==> src/design/page_frame_bitmap_allocator_assert.svh <==
// Assertion macros used by the page frame allocator datapath.
`ifndef PAGE_FRAME_BITMAP_ALLOCATOR_ASSERT_SVH
`define PAGE_FRAME_BITMAP_ALLOCATOR_ASSERT_SVH

// Same-cycle implication, disabled while reset is held.
`define PFBA_ASSERT_NOW(label, clk, rst_n, cond, prop) \
    label: assert property (@(posedge clk) disable iff (!rst_n) (cond) |-> (prop)) \
        else $error("pfba: same-cycle check failed");

// Next-cycle implication, disabled while reset is held.
`define PFBA_ASSERT_NEXT(label, clk, rst_n, cond, prop) \
    label: assert property (@(posedge clk) disable iff (!rst_n) (cond) |=> (prop)) \
        else $error("pfba: next-cycle check failed");

`endif

==> src/design/pfba_pkg.sv <==
// Shared types and constants of the page frame bitmap allocator.
package pfba_pkg;

    localparam int NUM_FRAMES  = 32;
    localparam int MAX_RESULTS = 32;
    localparam int FRAME_W     = 5;
    localparam int COUNT_W     = 6;
    localparam int STATUS_W    = 2;

    // Request commands
    localparam logic CMD_ALLOC = 1'b0;
    localparam logic CMD_FREE  = 1'b1;

    // Result status codes
    localparam logic [STATUS_W-1:0] ST_GRANTED = 2'd0;
    localparam logic [STATUS_W-1:0] ST_NO_ROOM = 2'd1;
    localparam logic [STATUS_W-1:0] ST_FREED   = 2'd2;

    typedef struct packed {
        logic               cmd;
        logic [COUNT_W-1:0] page_count;
        logic [FRAME_W-1:0] frame_to_free;
    } t_in_req;

    typedef struct packed {
        logic [FRAME_W-1:0]  frame;
        logic [STATUS_W-1:0] status;
        logic                last;
    } t_out_res;

    // Controller to datapath
    typedef struct packed {
        logic accept;
        logic step;
    } t_dp_cmd;

    // Datapath to controller
    typedef struct packed {
        logic out_free;
        logic alloc_ok;
        logic grant_last;
    } t_dp_status;

endpackage

==> src/design/pfba_ctrl.sv <==
// Controller state machine: idle for new requests, scan while granting frames.
module pfba_ctrl (
    input  logic                  i_clk,
    input  logic                  i_rst_n,
    input  logic                  i_in_valid,
    input  pfba_pkg::t_dp_status  i_status,
    output pfba_pkg::t_dp_cmd     o_cmd,
    output logic                  o_in_stall
);

    localparam logic S_IDLE = 1'b0;
    localparam logic S_SCAN = 1'b1;

    logic r_state;
    logic n_state;

    // Take a request only when idle and the result register can take a result
    assign o_in_stall   = !((r_state == S_IDLE) && i_status.out_free);
    assign o_cmd.accept = (r_state == S_IDLE) && i_status.out_free && i_in_valid;
    assign o_cmd.step   = (r_state == S_SCAN) && i_status.out_free;

    // Advance the state
    always_comb begin
        n_state = r_state;
        case (r_state)
            S_IDLE: begin
                if (o_cmd.accept && i_status.alloc_ok) begin
                    n_state = S_SCAN;
                end
            end
            S_SCAN: begin
                if (o_cmd.step && i_status.grant_last) begin
                    n_state = S_IDLE;
                end
            end
            default: begin
                n_state = S_IDLE;
            end
        endcase
    end

    always_ff @(posedge i_clk) begin
        if (!i_rst_n) begin
            r_state <= S_IDLE;
        end else begin
            r_state <= n_state;
        end
    end

endmodule

==> src/design/pfba_dp.sv <==
// Datapath: used-frame bitmap, free count, scan pointer and result register.
`include "page_frame_bitmap_allocator_assert.svh"

module pfba_dp (
    input  logic                  i_clk,
    input  logic                  i_rst_n,
    input  pfba_pkg::t_in_req     i_in_data,
    input  logic                  i_out_stall,
    input  pfba_pkg::t_dp_cmd     i_cmd,
    output pfba_pkg::t_dp_status  o_status,
    output logic                  o_out_valid,
    output pfba_pkg::t_out_res    o_out_data
);

    logic [pfba_pkg::NUM_FRAMES-1:0] r_used_map;
    logic [pfba_pkg::NUM_FRAMES-1:0] n_used_map;
    logic [pfba_pkg::COUNT_W-1:0]    r_free_count;
    logic [pfba_pkg::COUNT_W-1:0]    n_free_count;
    logic [pfba_pkg::FRAME_W-1:0]    r_scan_idx;
    logic [pfba_pkg::FRAME_W-1:0]    n_scan_idx;
    logic [pfba_pkg::COUNT_W-1:0]    r_remaining;
    logic [pfba_pkg::COUNT_W-1:0]    n_remaining;
    logic                            r_out_valid;
    logic                            n_out_valid;
    pfba_pkg::t_out_res              r_out;
    pfba_pkg::t_out_res              n_out;
    logic                            w_scan_free;

    // Status back to the controller
    assign w_scan_free       = !r_used_map[r_scan_idx];
    assign o_status.out_free = !r_out_valid || !i_out_stall;
    assign o_status.alloc_ok = (i_in_data.cmd == pfba_pkg::CMD_ALLOC)
                            && (i_in_data.page_count != '0)
                            && (i_in_data.page_count
                                <= pfba_pkg::COUNT_W'(pfba_pkg::MAX_RESULTS))
                            && (i_in_data.page_count <= r_free_count);
    assign o_status.grant_last = w_scan_free
                              && (r_remaining == pfba_pkg::COUNT_W'(1));

    assign o_out_valid = r_out_valid;
    assign o_out_data  = r_out;

    // Update bitmap, count and result register
    always_comb begin
        n_used_map   = r_used_map;
        n_free_count = r_free_count;
        n_scan_idx   = r_scan_idx;
        n_remaining  = r_remaining;
        n_out        = r_out;
        n_out_valid  = r_out_valid && i_out_stall;

        if (i_cmd.accept) begin
            if (i_in_data.cmd == pfba_pkg::CMD_FREE) begin
                // Release the frame if it was held, echo it either way
                if (r_used_map[i_in_data.frame_to_free]) begin
                    n_used_map[i_in_data.frame_to_free] = 1'b0;
                    n_free_count = r_free_count + 1'b1;
                end
                n_out.frame  = i_in_data.frame_to_free;
                n_out.status = pfba_pkg::ST_FREED;
                n_out.last   = 1'b1;
                n_out_valid  = 1'b1;
            end else if (i_in_data.page_count != '0) begin
                if (o_status.alloc_ok) begin
                    // Start the scan at the lowest frame
                    n_remaining = i_in_data.page_count;
                    n_scan_idx  = '0;
                end else begin
                    n_out.frame  = '0;
                    n_out.status = pfba_pkg::ST_NO_ROOM;
                    n_out.last   = 1'b1;
                    n_out_valid  = 1'b1;
                end
            end
        end

        if (i_cmd.step) begin
            // Test one frame per cycle while the output is not stalled, grant it if free
            n_scan_idx = r_scan_idx + 1'b1;
            if (w_scan_free) begin
                n_used_map[r_scan_idx] = 1'b1;
                n_free_count = r_free_count - 1'b1;
                n_remaining  = r_remaining - 1'b1;
                n_out.frame  = r_scan_idx;
                n_out.status = pfba_pkg::ST_GRANTED;
                n_out.last   = o_status.grant_last;
                n_out_valid  = 1'b1;
            end
        end
    end

    always_ff @(posedge i_clk) begin
        if (!i_rst_n) begin
            r_used_map   <= '0;
            r_free_count <= pfba_pkg::COUNT_W'(pfba_pkg::NUM_FRAMES);
            r_scan_idx   <= '0;
            r_remaining  <= '0;
            r_out_valid  <= 1'b0;
        end else begin
            r_used_map   <= n_used_map;
            r_free_count <= n_free_count;
            r_scan_idx   <= n_scan_idx;
            r_remaining  <= n_remaining;
            r_out_valid  <= n_out_valid;
        end
    end

    // Hold the result payload
    always_ff @(posedge i_clk) begin
        r_out <= n_out;
    end

    `PFBA_ASSERT_NOW(a_count_matches_map, i_clk, i_rst_n, 1'b1, (32'(r_free_count) + 32'($countones(r_used_map)) == 32'(pfba_pkg::NUM_FRAMES)))
    `PFBA_ASSERT_NOW(a_grant_marked_used, i_clk, i_rst_n, (r_out_valid && (r_out.status == pfba_pkg::ST_GRANTED)), r_used_map[r_out.frame])
    `PFBA_ASSERT_NOW(a_step_has_work, i_clk, i_rst_n, i_cmd.step, (r_remaining != '0))
    `PFBA_ASSERT_NEXT(a_step_grants_on_free, i_clk, i_rst_n, (i_cmd.step && w_scan_free), (r_out_valid && (r_out.status == pfba_pkg::ST_GRANTED)))

endmodule

==> src/design/page_frame_bitmap_allocator.sv <==
// Page frame allocator: free request or rejection gives one result in the cycle after accept.
// Allocate of N pages scans one frame per cycle from frame 0 while the output is not stalled,
// granting each free frame it meets until N frames are granted.
// A new request is taken, one at a time, once the scan ends and the result register is free.
// Synchronous active-low reset: all frames free, free count NUM_FRAMES, no result pending.
module page_frame_bitmap_allocator (
    input  logic                i_clk,
    input  logic                i_rst_n,
    input  logic                i_in_valid,
    output logic                o_in_stall,
    input  pfba_pkg::t_in_req   i_in_data,
    output logic                o_out_valid,
    input  logic                i_out_stall,
    output pfba_pkg::t_out_res  o_out_data
);

    pfba_pkg::t_dp_cmd    w_cmd;
    pfba_pkg::t_dp_status w_status;

    // Sequence requests and scans
    pfba_ctrl u_ctrl (
        .i_clk      (i_clk),
        .i_rst_n    (i_rst_n),
        .i_in_valid (i_in_valid),
        .i_status   (w_status),
        .o_cmd      (w_cmd),
        .o_in_stall (o_in_stall)
    );

    // Hold the bitmap and produce results
    pfba_dp u_dp (
        .i_clk       (i_clk),
        .i_rst_n     (i_rst_n),
        .i_in_data   (i_in_data),
        .i_out_stall (i_out_stall),
        .i_cmd       (w_cmd),
        .o_status    (w_status),
        .o_out_valid (o_out_valid),
        .o_out_data  (o_out_data)
    );

endmodule
==> config.mk <==
export PLATFORM = sky130hd
export DESIGN_NAME = page_frame_bitmap_allocator
export DESIGN_NICKNAME = d
export VERILOG_FILES = /design/src/design/pfba_pkg.sv /design/src/design/pfba_ctrl.sv /design/src/design/pfba_dp.sv /design/src/design/page_frame_bitmap_allocator.sv
export VERILOG_INCLUDE_DIRS = /design/src /design/src/design
export SDC_FILE = /design/constraint.sdc
export NUM_CORES = 1
export LEC_CHECK = 0
export ABC_AREA = 1
export BUFFER_PORTS_ARGS = -buffer_cell sky130_fd_sc_hd__buf_2
export CAP_MARGIN = 20
export CORE_AREA = 2 2 80 82
export CTS_BUF_LIST = sky130_fd_sc_hd__clkbuf_2 sky130_fd_sc_hd__clkbuf_4 sky130_fd_sc_hd__clkbuf_8
export DETAILED_ROUTE_END_ITERATION = 6
export DIE_AREA = 0 0 82 84
export PLACE_DENSITY = 0.83
export REMOVE_ABC_BUFFERS = 1
export SYNTH_ARGS = -nofsm -noshare
export SYNTH_HDL_FRONTEND = slang
export SYNTH_HIERARCHICAL = 1
export SYNTH_SLANG_ARGS = --single-unit
==> constraint.sdc <==
create_clock -name i_clk -period 5.4 [get_ports i_clk]
set_input_delay 1.08 -clock i_clk [delete_from_list [all_inputs] [get_ports i_clk]]
set_output_delay 1.08 -clock i_clk [all_outputs]
set_load 0.01 [all_outputs]
==> run summary, run 1 <==
On the critical path the largest part of the delay comes from simple AND/OR/NAND/NOR gates. CTS placed an instance of sky130_fd_sc_hd__clkbuf_8 at the clock tree root. Across the run, the number of max-cap violations was 0.

The number of antenna violations at the first check in global routing was 0; the area share of the largest cell type after synthesis was 31.0%. 0 antenna diodes ended up in the layout. Of all nets on the critical path, the largest fanout is 13.

The flow ran to the end, and the final reports show no timing, DRC or antenna violations. The worst register-to-register path ends at u_dp/r_used_map[1]. Following the worst setup path forward leads to its endpoint at u_dp/r_used_map[1].

Counting instances, the worst hold path has a depth of 2. For the total count of hold-check failures in the final report, the log shows 0. TritonCTS built the clock tree. Yosys printed 6 warnings. In the post-synthesis netlist, the biggest area contributors are sky130_fd_sc_hd__dfxtp_1 31%, sky130_fd_sc_hd__nand2_1 20%, sky130_fd_sc_hd__a21oi_1 6.7%. The total grt overflow is 0, and the number of enable flip-flop cells after synthesis is 0. The die covers 6890 µm².

At the later pin of the worst-skew pair, clock insertion delay measures 350 ps. For the portion of total power attributed to sequential cells, the log shows 45.7%. A synthesized cell averages 6.23 µm².

The count of nets left with antenna violations once routing finished came out at 0. Based on the critical path, the design can be clocked at up to 315 MHz. The tools report the via count of the first global-routing pass as 3934. The tools report the beginning of the worst register-to-register path as u_dp/o_out_valid.

In this design, the stage delay of the slowest critical-path cell is 430 ps. Cells with a size suffix above 1 make up 9.02% of the layout. Using the TritonRoute via totals, the vias-per-cell ratio works out to 6.11. The number of cells on the worst reg-to-reg path is 10.

Per report_power, the combinational group accounts for 17.6% of the total. The tools report the total I/O pin count as 26. In this run switching power makes up 30.2% of total power.

The actual slew at the worst max-slew pin works out to 632 ps. The synthesized netlist occupies a cell area of 3810 µm². The utilization after layout came out at 67.3%. The clock network fraction of total power is 36.7%, and the number of H-tree levels is 3. After synthesis, flip-flops and latches occupy 31.0% of the total area. The run gives 29 as the cell row count. DRC violations left: 0.

In this run, synthesis produced a sequential element count of 59. Count of hold-fix buffers inserted at cts: 0. The first global-routing pass estimated 18.2 mm of wire. The cell with the largest stage delay on the worst path was sky130_fd_sc_hd__nand2_1. After the last flow step, the layout net total stands at 657. Global routing used 34.1% of the available tracks across all layers. Final setup violation count: 0. In the layout the commonest cells are 203 x sky130_fd_sc_hd__nand2_1, 63 x sky130_fd_sc_hd__nor2_1, 59 x sky130_fd_sc_hd__dfxtp_1, 55 x sky130_fd_sc_hd__inv_1, 51 x sky130_fd_sc_hd__a21oi_1. For the number of design-rule violations left by the first detailed-router iteration, the log shows 533. Counting along the longest clock path gives a buffer depth of 2. For the routability-driven placement congestion ratio, the log shows 0.937. From bottom edge to top edge, the die measures 84 µm. The worst clock skew was 11.6 ps; the initial core utilization was 62.6%. For the worst setup path, the data arrival time is 3400 ps.

The total buffers and inverters traversed by the critical path was 2. In this run the power density over the cells is 252 nW/µm². The setup slack of the most critical reg-to-reg path is 2720 ps. The critical path launch point type is an input port. The clock buffer count from CTS was 9.

Entering global routing, the biggest net connects 29 pins. Summed over all cells, the static leakage comes to 1.85 nW. The HPWL after detailed placement is 7.68 mm. The area growth from synthesis to final layout came out at 7.58%.

Max-slew headroom at the worst pin: 57.4%. Setup repair after global routing left no endpoint under its margin. Element type at the critical path end: a flip-flop.

Top cell type by total area after synthesis: sky130_fd_sc_hd__dfxtp_1. The cell count after synthesis is 612. The distinct cell type count of the synthesized netlist came out at 35.

The fraction of registers with async set or reset after synthesis works out to 0%. Among all flip-flop cells after synthesis, the most frequent one is sky130_fd_sc_hd__dfxtp_1. The min-delay analysis places its worst path in the category flip-flop to flip-flop. IR analysis of the VDD net gives a maximum drop of 0.155 mV.

The total area inside the core boundary comes to 6100 µm². In this run the number of cells on the critical path is 11. The logs give 0 ps for the setup total negative slack and 0 for the final count of pins violating max slew. The clock period minus final worst setup slack was 3170 ps; the post-cts sizing count was 0. The run gives 5620 ps as the worst path required time.

Post-CTS timing repair inserted 0 buffers for setup. The logs give 0.723 mW for the internal power and 4329 for the count of vias placed by the detailed router. The final critical path takes up 58.8% of the cycle.

Clock-pin slew was measured on the worst setup and hold paths at 70 ps. The tools report the switching power total as 0.313 mW. Leaving out fill and tap cells, the most frequent cell in the layout is sky130_fd_sc_hd__nand2_1. The die is 82 µm wide.

The most critical setup path has its startpoint at i_out_stall. The tree built by TritonCTS fans out to 59 sinks. The critical path in this run is classified as input port to flip-flop. The detail-routed net length per standard cell is 15.9 µm, and the count of buffers from port buffering is 25.

Walking the worst path, the cells encountered are buf_2 > nand2_1 > nand2_1 > nor2_1 > nand2_1 > clkinv_1 > nand2_1 > nor3_1 > a21oi_1 > a21oi_1 > nor2_1. The cell repeated most along the worst path was sky130_fd_sc_hd__nand2_1. Before antenna repair, the detailed router went through 6 iterations. Wires add up to 11.2 mm.
cell families (layout without fill, tap and decap cells):
logic type	after synthesis	in the layout	share of synthesized area, %
buf+inv	87	107	9.74
simple gates	313	313	33.6
flops	59	59	31.0
compound gates	134	134	20.0
fa+ha+maj	14	14	4.59
xor+xnor	5	5	1.15
routing by layer:
layer	global-route usage, %	up-vias	part of all wire (%)
met5	0	-	0
met4	21.5	0	5.4
met3	5.95	68	9.3
met2	55.1	280	48
met1	41.0	1946	38
li1	-	2035	-
worst min path at each step:
stage	from	slack [ps]	end
2_1_floorplan	u_dp/r_used_map[12]	450	u_dp/r_used_map[12]
3_3_place_gp	u_dp/o_out_data[1]	450	u_dp/o_out_data[1]
3_5_place_dp	u_dp/o_out_data[1]	450	u_dp/o_out_data[1]
4_1_cts	u_dp/o_out_data[1]	460	u_dp/o_out_data[1]
5_1_grt	u_dp/o_out_data[1]	490	u_dp/o_out_data[1]
6_report	u_dp/o_out_data[1]	470	u_dp/o_out_data[1]
cells in the mapped netlist (2+ instances only):
master	n
sky130_fd_sc_hd__a31oi_1	4
sky130_fd_sc_hd__o211ai_1	6
sky130_fd_sc_hd__nor3_1	17
sky130_fd_sc_hd__o21ai_0	41
sky130_fd_sc_hd__a41oi_1	4
sky130_fd_sc_hd__clkinv_1	4
sky130_fd_sc_hd__nand3_1	14
sky130_fd_sc_hd__nor2_1	63
sky130_fd_sc_hd__buf_2	9
sky130_fd_sc_hd__dfxtp_1	59
sky130_fd_sc_hd__buf_6	4
sky130_fd_sc_hd__inv_2	5
sky130_fd_sc_hd__clkbuf_1	8
sky130_fd_sc_hd__a21oi_1	51
sky130_fd_sc_hd__o21bai_1	2
sky130_fd_sc_hd__nor2_2	2
sky130_fd_sc_hd__inv_1	55
sky130_fd_sc_hd__nor4_1	2
sky130_fd_sc_hd__nand2_1	203
sky130_fd_sc_hd__nor3_2	4
sky130_fd_sc_hd__ha_1	14
sky130_fd_sc_hd__nand4_1	4
sky130_fd_sc_hd__o21ai_1	8
sky130_fd_sc_hd__xor2_1	5
sky130_fd_sc_hd__o31ai_1	14
tightest hold or removal path, cell delays in order, from the launching register on:
cell and delay, ps:
sky130_fd_sc_hd__dfxtp_1 310, sky130_fd_sc_hd__inv_1 50, sky130_fd_sc_hd__a211oi_1 60
power groups by stage:
stage / Combinational [mW] / Sequential [mW] / Clock (mW)
2_1_floorplan: 0.106 / 0.489 / 0
3_3_place_gp: 0.173 / 0.482 / 0
3_5_place_dp: 0.178 / 0.482 / 0
4_1_cts: 0.179 / 0.473 / 0.384
5_1_grt: 0.203 / 0.476 / 0.401
6_report: 0.182 / 0.474 / 0.380
sequential cells by signal, summed over array words and instances (netlist names):
signal	flops
u_dp/o_out_data	8
u_dp/r_scan_idx	5
u_ctrl/r_state	1
u_dp/r_free_count	6
u_dp/r_used_map	32
u_dp/r_remaining	6
u_dp/o_out_valid	1
stage by stage:
| stage | std cells | power (mW) | hold slack [ps] | area [µm²] | setup slack [ps] |
|---|---|---|---|---|---|
| 5_1_grt | 709 | 1.08 | 491 | 4100 | 2070 |
| 6_report | 709 | 1.04 | 465 | 4100 | 2230 |
| 3_5_place_dp | 693 | 0.660 | 446 | 3920 | 1990 |
| 2_1_floorplan | 589 | 0.595 | 448 | 3680 | 2780 |
| 3_3_place_gp | 693 | 0.655 | 454 | 3920 | 2060 |
| 4_1_cts | 709 | 1.04 | 461 | 4100 | 2360 |
area by class of cell:
| type | count | area [µm²] |
|---|---|---|
| clock buffers | 14 | 174 |
| clock inverters | 2 | 10.0 |
| fillers | 557 | 1990 |
| inverters | 64 | 240 |
| multi-input cells | 466 | 2260 |
| flip-flops and latches | 59 | 1180 |
| well taps | 77 | 96.3 |
| repair buffers | 27 | 140 |
Power figures use the tool's default switching activity.
==> run 2, diff against run 1 <==
- CORE_AREA: 2 2 80 82 -> 2 2 85 87
- DIE_AREA: 0 0 82 84 -> 0 0 87 89
- PLACE_DENSITY: 0.83 -> 0.78
- clock period: 5.4 -> 2.81 ns (I/O delays scaled with it)
==> run 2 against run 1 <==
Effect of this change:
- clock skew decreased by 0.79 ps
- non-clock buffer count increased by 6
- clock-buffer cell count shrank 1
- wire length decreased by 3.3%
- largest power group unchanged
==> run summary, run 2 (same netlist as run 1, synthesis figures left out) <==
Setup slack on the worst reg-to-reg path comes out at 460 ps. The cell that appears most often on the critical path is sky130_fd_sc_hd__nand2_1. The first detailed-routing pass ran for 5 iterations.

Together, buffers and inverters on the worst path number 2. Clock tree synthesis found a total of 59 sinks. The die covers 7740 µm².

The via count of the first global-routing pass is 3794. The total track usage was 30.1%; the clock period minus final worst setup slack was 2350 ps. The H-tree was split into 3 levels. The run gives 340 ps as the clock latency of the later-clocked register in the worst-skew pair.

For the highest clock frequency the design can meet, the log shows 425 MHz. The maximum buffer depth of the clock tree came out at 2. On the critical path, the stage with the largest delay is an instance of sky130_fd_sc_hd__dfxtp_1.

Initial core utilization: 56.8%. Row generation in the floorplan step produced 30 rows. Summed over all layers, the routed wires come to 10.9 mm.

The maximum number of pins on one net before global-route repair was 35; the number of diodes was 0. The register with the most flip-flops in the layout has 32 of them. The worst register-to-register path ends at u_dp/o_out_data[2].

The maximum VDD drop is 0.227 mV, and the vertical die dimension is 89 µm. For the pin with the worst max-slew slack, the measured transition is 630 ps. Once detail routing completed, the nets flagged for antenna violations numbered 0. Of all nets on the critical path, the largest fanout is 7. The element type at the critical path end is a flip-flop. Measured against its own limit, the worst slew margin works out to 57.5%. The top cell types in the final layout, fill and taps aside, are 203 x sky130_fd_sc_hd__nand2_1, 63 x sky130_fd_sc_hd__nor2_1, 59 x sky130_fd_sc_hd__dfxtp_1, 55 x sky130_fd_sc_hd__inv_1, 51 x sky130_fd_sc_hd__a21oi_1.

The worst hold path stage count was 2. Register bank with the most flops: u_dp/r_used_map. Number of violations of the max-capacitance limit: 0. After routing the design area is 4170 µm².

The run finished with clean final reports. Counting cells, the worst reg-to-reg path comes to 14. Hold timing on the final database bottoms out at a slack of 467 ps. The number of vias per cell after detailed routing works out to 5.78. Clock tree synthesis inserted a total of 9 buffers. On the final layout, the worst clock skew is 10.9 ps.

In the routed design, unresolved DRC markers number 0. The core region is 6720 µm². In this run the tool buffered the top-level ports with 25 buffer cells.

TritonCTS built the clock tree. Buffers inserted to repair hold after CTS numbered 0. Total count of hold-check failures in the final report: 0. The largest incremental delay on the critical path came out at 450 ps. The detail-routed net length per standard cell is 15.2 µm. Walking the worst path, the cells encountered are inv_1 > ha_1 > nand2_1 > nor2_1 > o21ai_0 > nand3_1 > nand2_1 > nand2_1 > o21ai_0 > or2_2 > nand2_1 > nand2_1 > nand2_1 > inv_1. Count of vias placed by the detailed router: 4146. Setup violations remaining at the end of the flow were counted as 0.

Power spread over the standard cell area amounts to 495 nW/µm². Among cell families on the critical path, the largest total delay comes from simple AND/OR/NAND/NOR gates. The worst setup path is of the flip-flop to flip-flop kind. The commonest non-fill, non-tap cell in the layout is sky130_fd_sc_hd__nand2_1. The number of antenna violations at the first check in global routing came out at 0. Total I/O pin count: 26. Measured on the finished design, the core utilization comes to 62.1%. The routability-driven placement congestion ratio was 0.884; the die width was 87 µm.

After clock tree synthesis, the clock-pin slew on the worst setup and hold paths is 60 ps. Critical path launch point type: a flip-flop. Summed over all failing endpoints, the final setup total negative slack is 0 ps.

The first-pass GRT wire length is 18.0 mm. The final count of pins violating max slew is 0, and the number of buffers inserted to repair setup after CTS is 0. The startpoint identified for the worst register-to-register timing path is u_dp/r_free_count[3]. The tightest min-delay check is of the flip-flop to flip-flop type.

For this run the aggregate overflow at the end of global routing stands at 0. The proportion of layout cells with a drive suffix above 1 works out to 9.73%. The worst hold path terminates at u_dp/r_used_map[20].

The startpoint identified for the worst hold timing path is u_dp/r_used_map[20]. Setup repair after global routing left no endpoint under its margin. The detailed router finished its first iteration with 413 violations. The run gives 7.59 mm as the post-DP HPWL.

Post-CTS repair changed the size of 0 cells. Total placed instance area: 3970 µm². For the net total in the final layout, the log shows 663. In this run the clock root is driven by a sky130_fd_sc_hd__clkbuf_8. At the worst endpoint, the required time is 3040 ps.

The final period utilization was 83.6%; the area growth from synthesis to final layout was 9.31%. In this run the static leakage power is 1.89 nW. Arrival time of data at the critical path endpoint: 2590 ps.
[run 2: worst register-to-register path: stages (launching register included)]
cell and delay, ps:
sky130_fd_sc_hd__dfxtp_1 450, sky130_fd_sc_hd__inv_1 140, sky130_fd_sc_hd__ha_1 310, sky130_fd_sc_hd__nand2_1 50, sky130_fd_sc_hd__nor2_1 130, sky130_fd_sc_hd__o21ai_0 110
sky130_fd_sc_hd__nand3_1 70, sky130_fd_sc_hd__nand2_1 50, sky130_fd_sc_hd__nand2_1 80, sky130_fd_sc_hd__o21ai_0 250, sky130_fd_sc_hd__or2_2 410, sky130_fd_sc_hd__nand2_1 70
sky130_fd_sc_hd__nand2_1 40, sky130_fd_sc_hd__nand2_1 60, sky130_fd_sc_hd__inv_1 30
[run 2: per-layer routing]
layer	up-vias	global-route usage, %	wire length (µm)
met5	-	0	0
met4	0	11.6	276
met3	26	5.17	920
met2	197	50.5	5140
met1	1875	38.6	4540
li1	2048	-	-
[run 2: worst max path at each step]
stage / from / end / slack (ps) / depth (start not counted)
global route: u_dp/r_scan_idx[0] / u_dp/r_free_count[3] / 240 / 12
detailed placement: i_in_data[10] / u_dp/o_out_data[2] / 340 / 14
floorplan: u_dp/r_scan_idx[0] / u_dp/r_remaining[2] / 650 / 11
global placement: i_in_data[10] / u_dp/o_out_data[2] / 410 / 14
CTS: u_dp/r_free_count[3] / u_dp/o_out_data[2] / 480 / 14
finish: u_dp/r_free_count[3] / u_dp/o_out_data[2] / 460 / 14
[run 2: where the power goes]
part | internal [mW] | switching (mW)
Clock | 0.472 | 0.324
Combinational | 0.120 | 0.234
Sequential | 0.880 | 0.0343
Total | 1.47 | 0.592
[run 2: cell type report]
type	count	area [µm²]
clock buffers	13	166
clock inverters	2	35.0
fillers	668	2550
inverters	64	240
multi-input cells	466	2260
flip-flops and latches	59	1180
well taps	80	100
repair buffers	33	185
[run 2: through the flow]
step                instances  total power, mW  setup WS [ps]
finish                    717             2.06            460
global route              717             2.17            236
CTS                       717             2.07            480
detailed placement        702             1.28            338
global placement          702             1.27            409
floorplan                 589             1.14            651
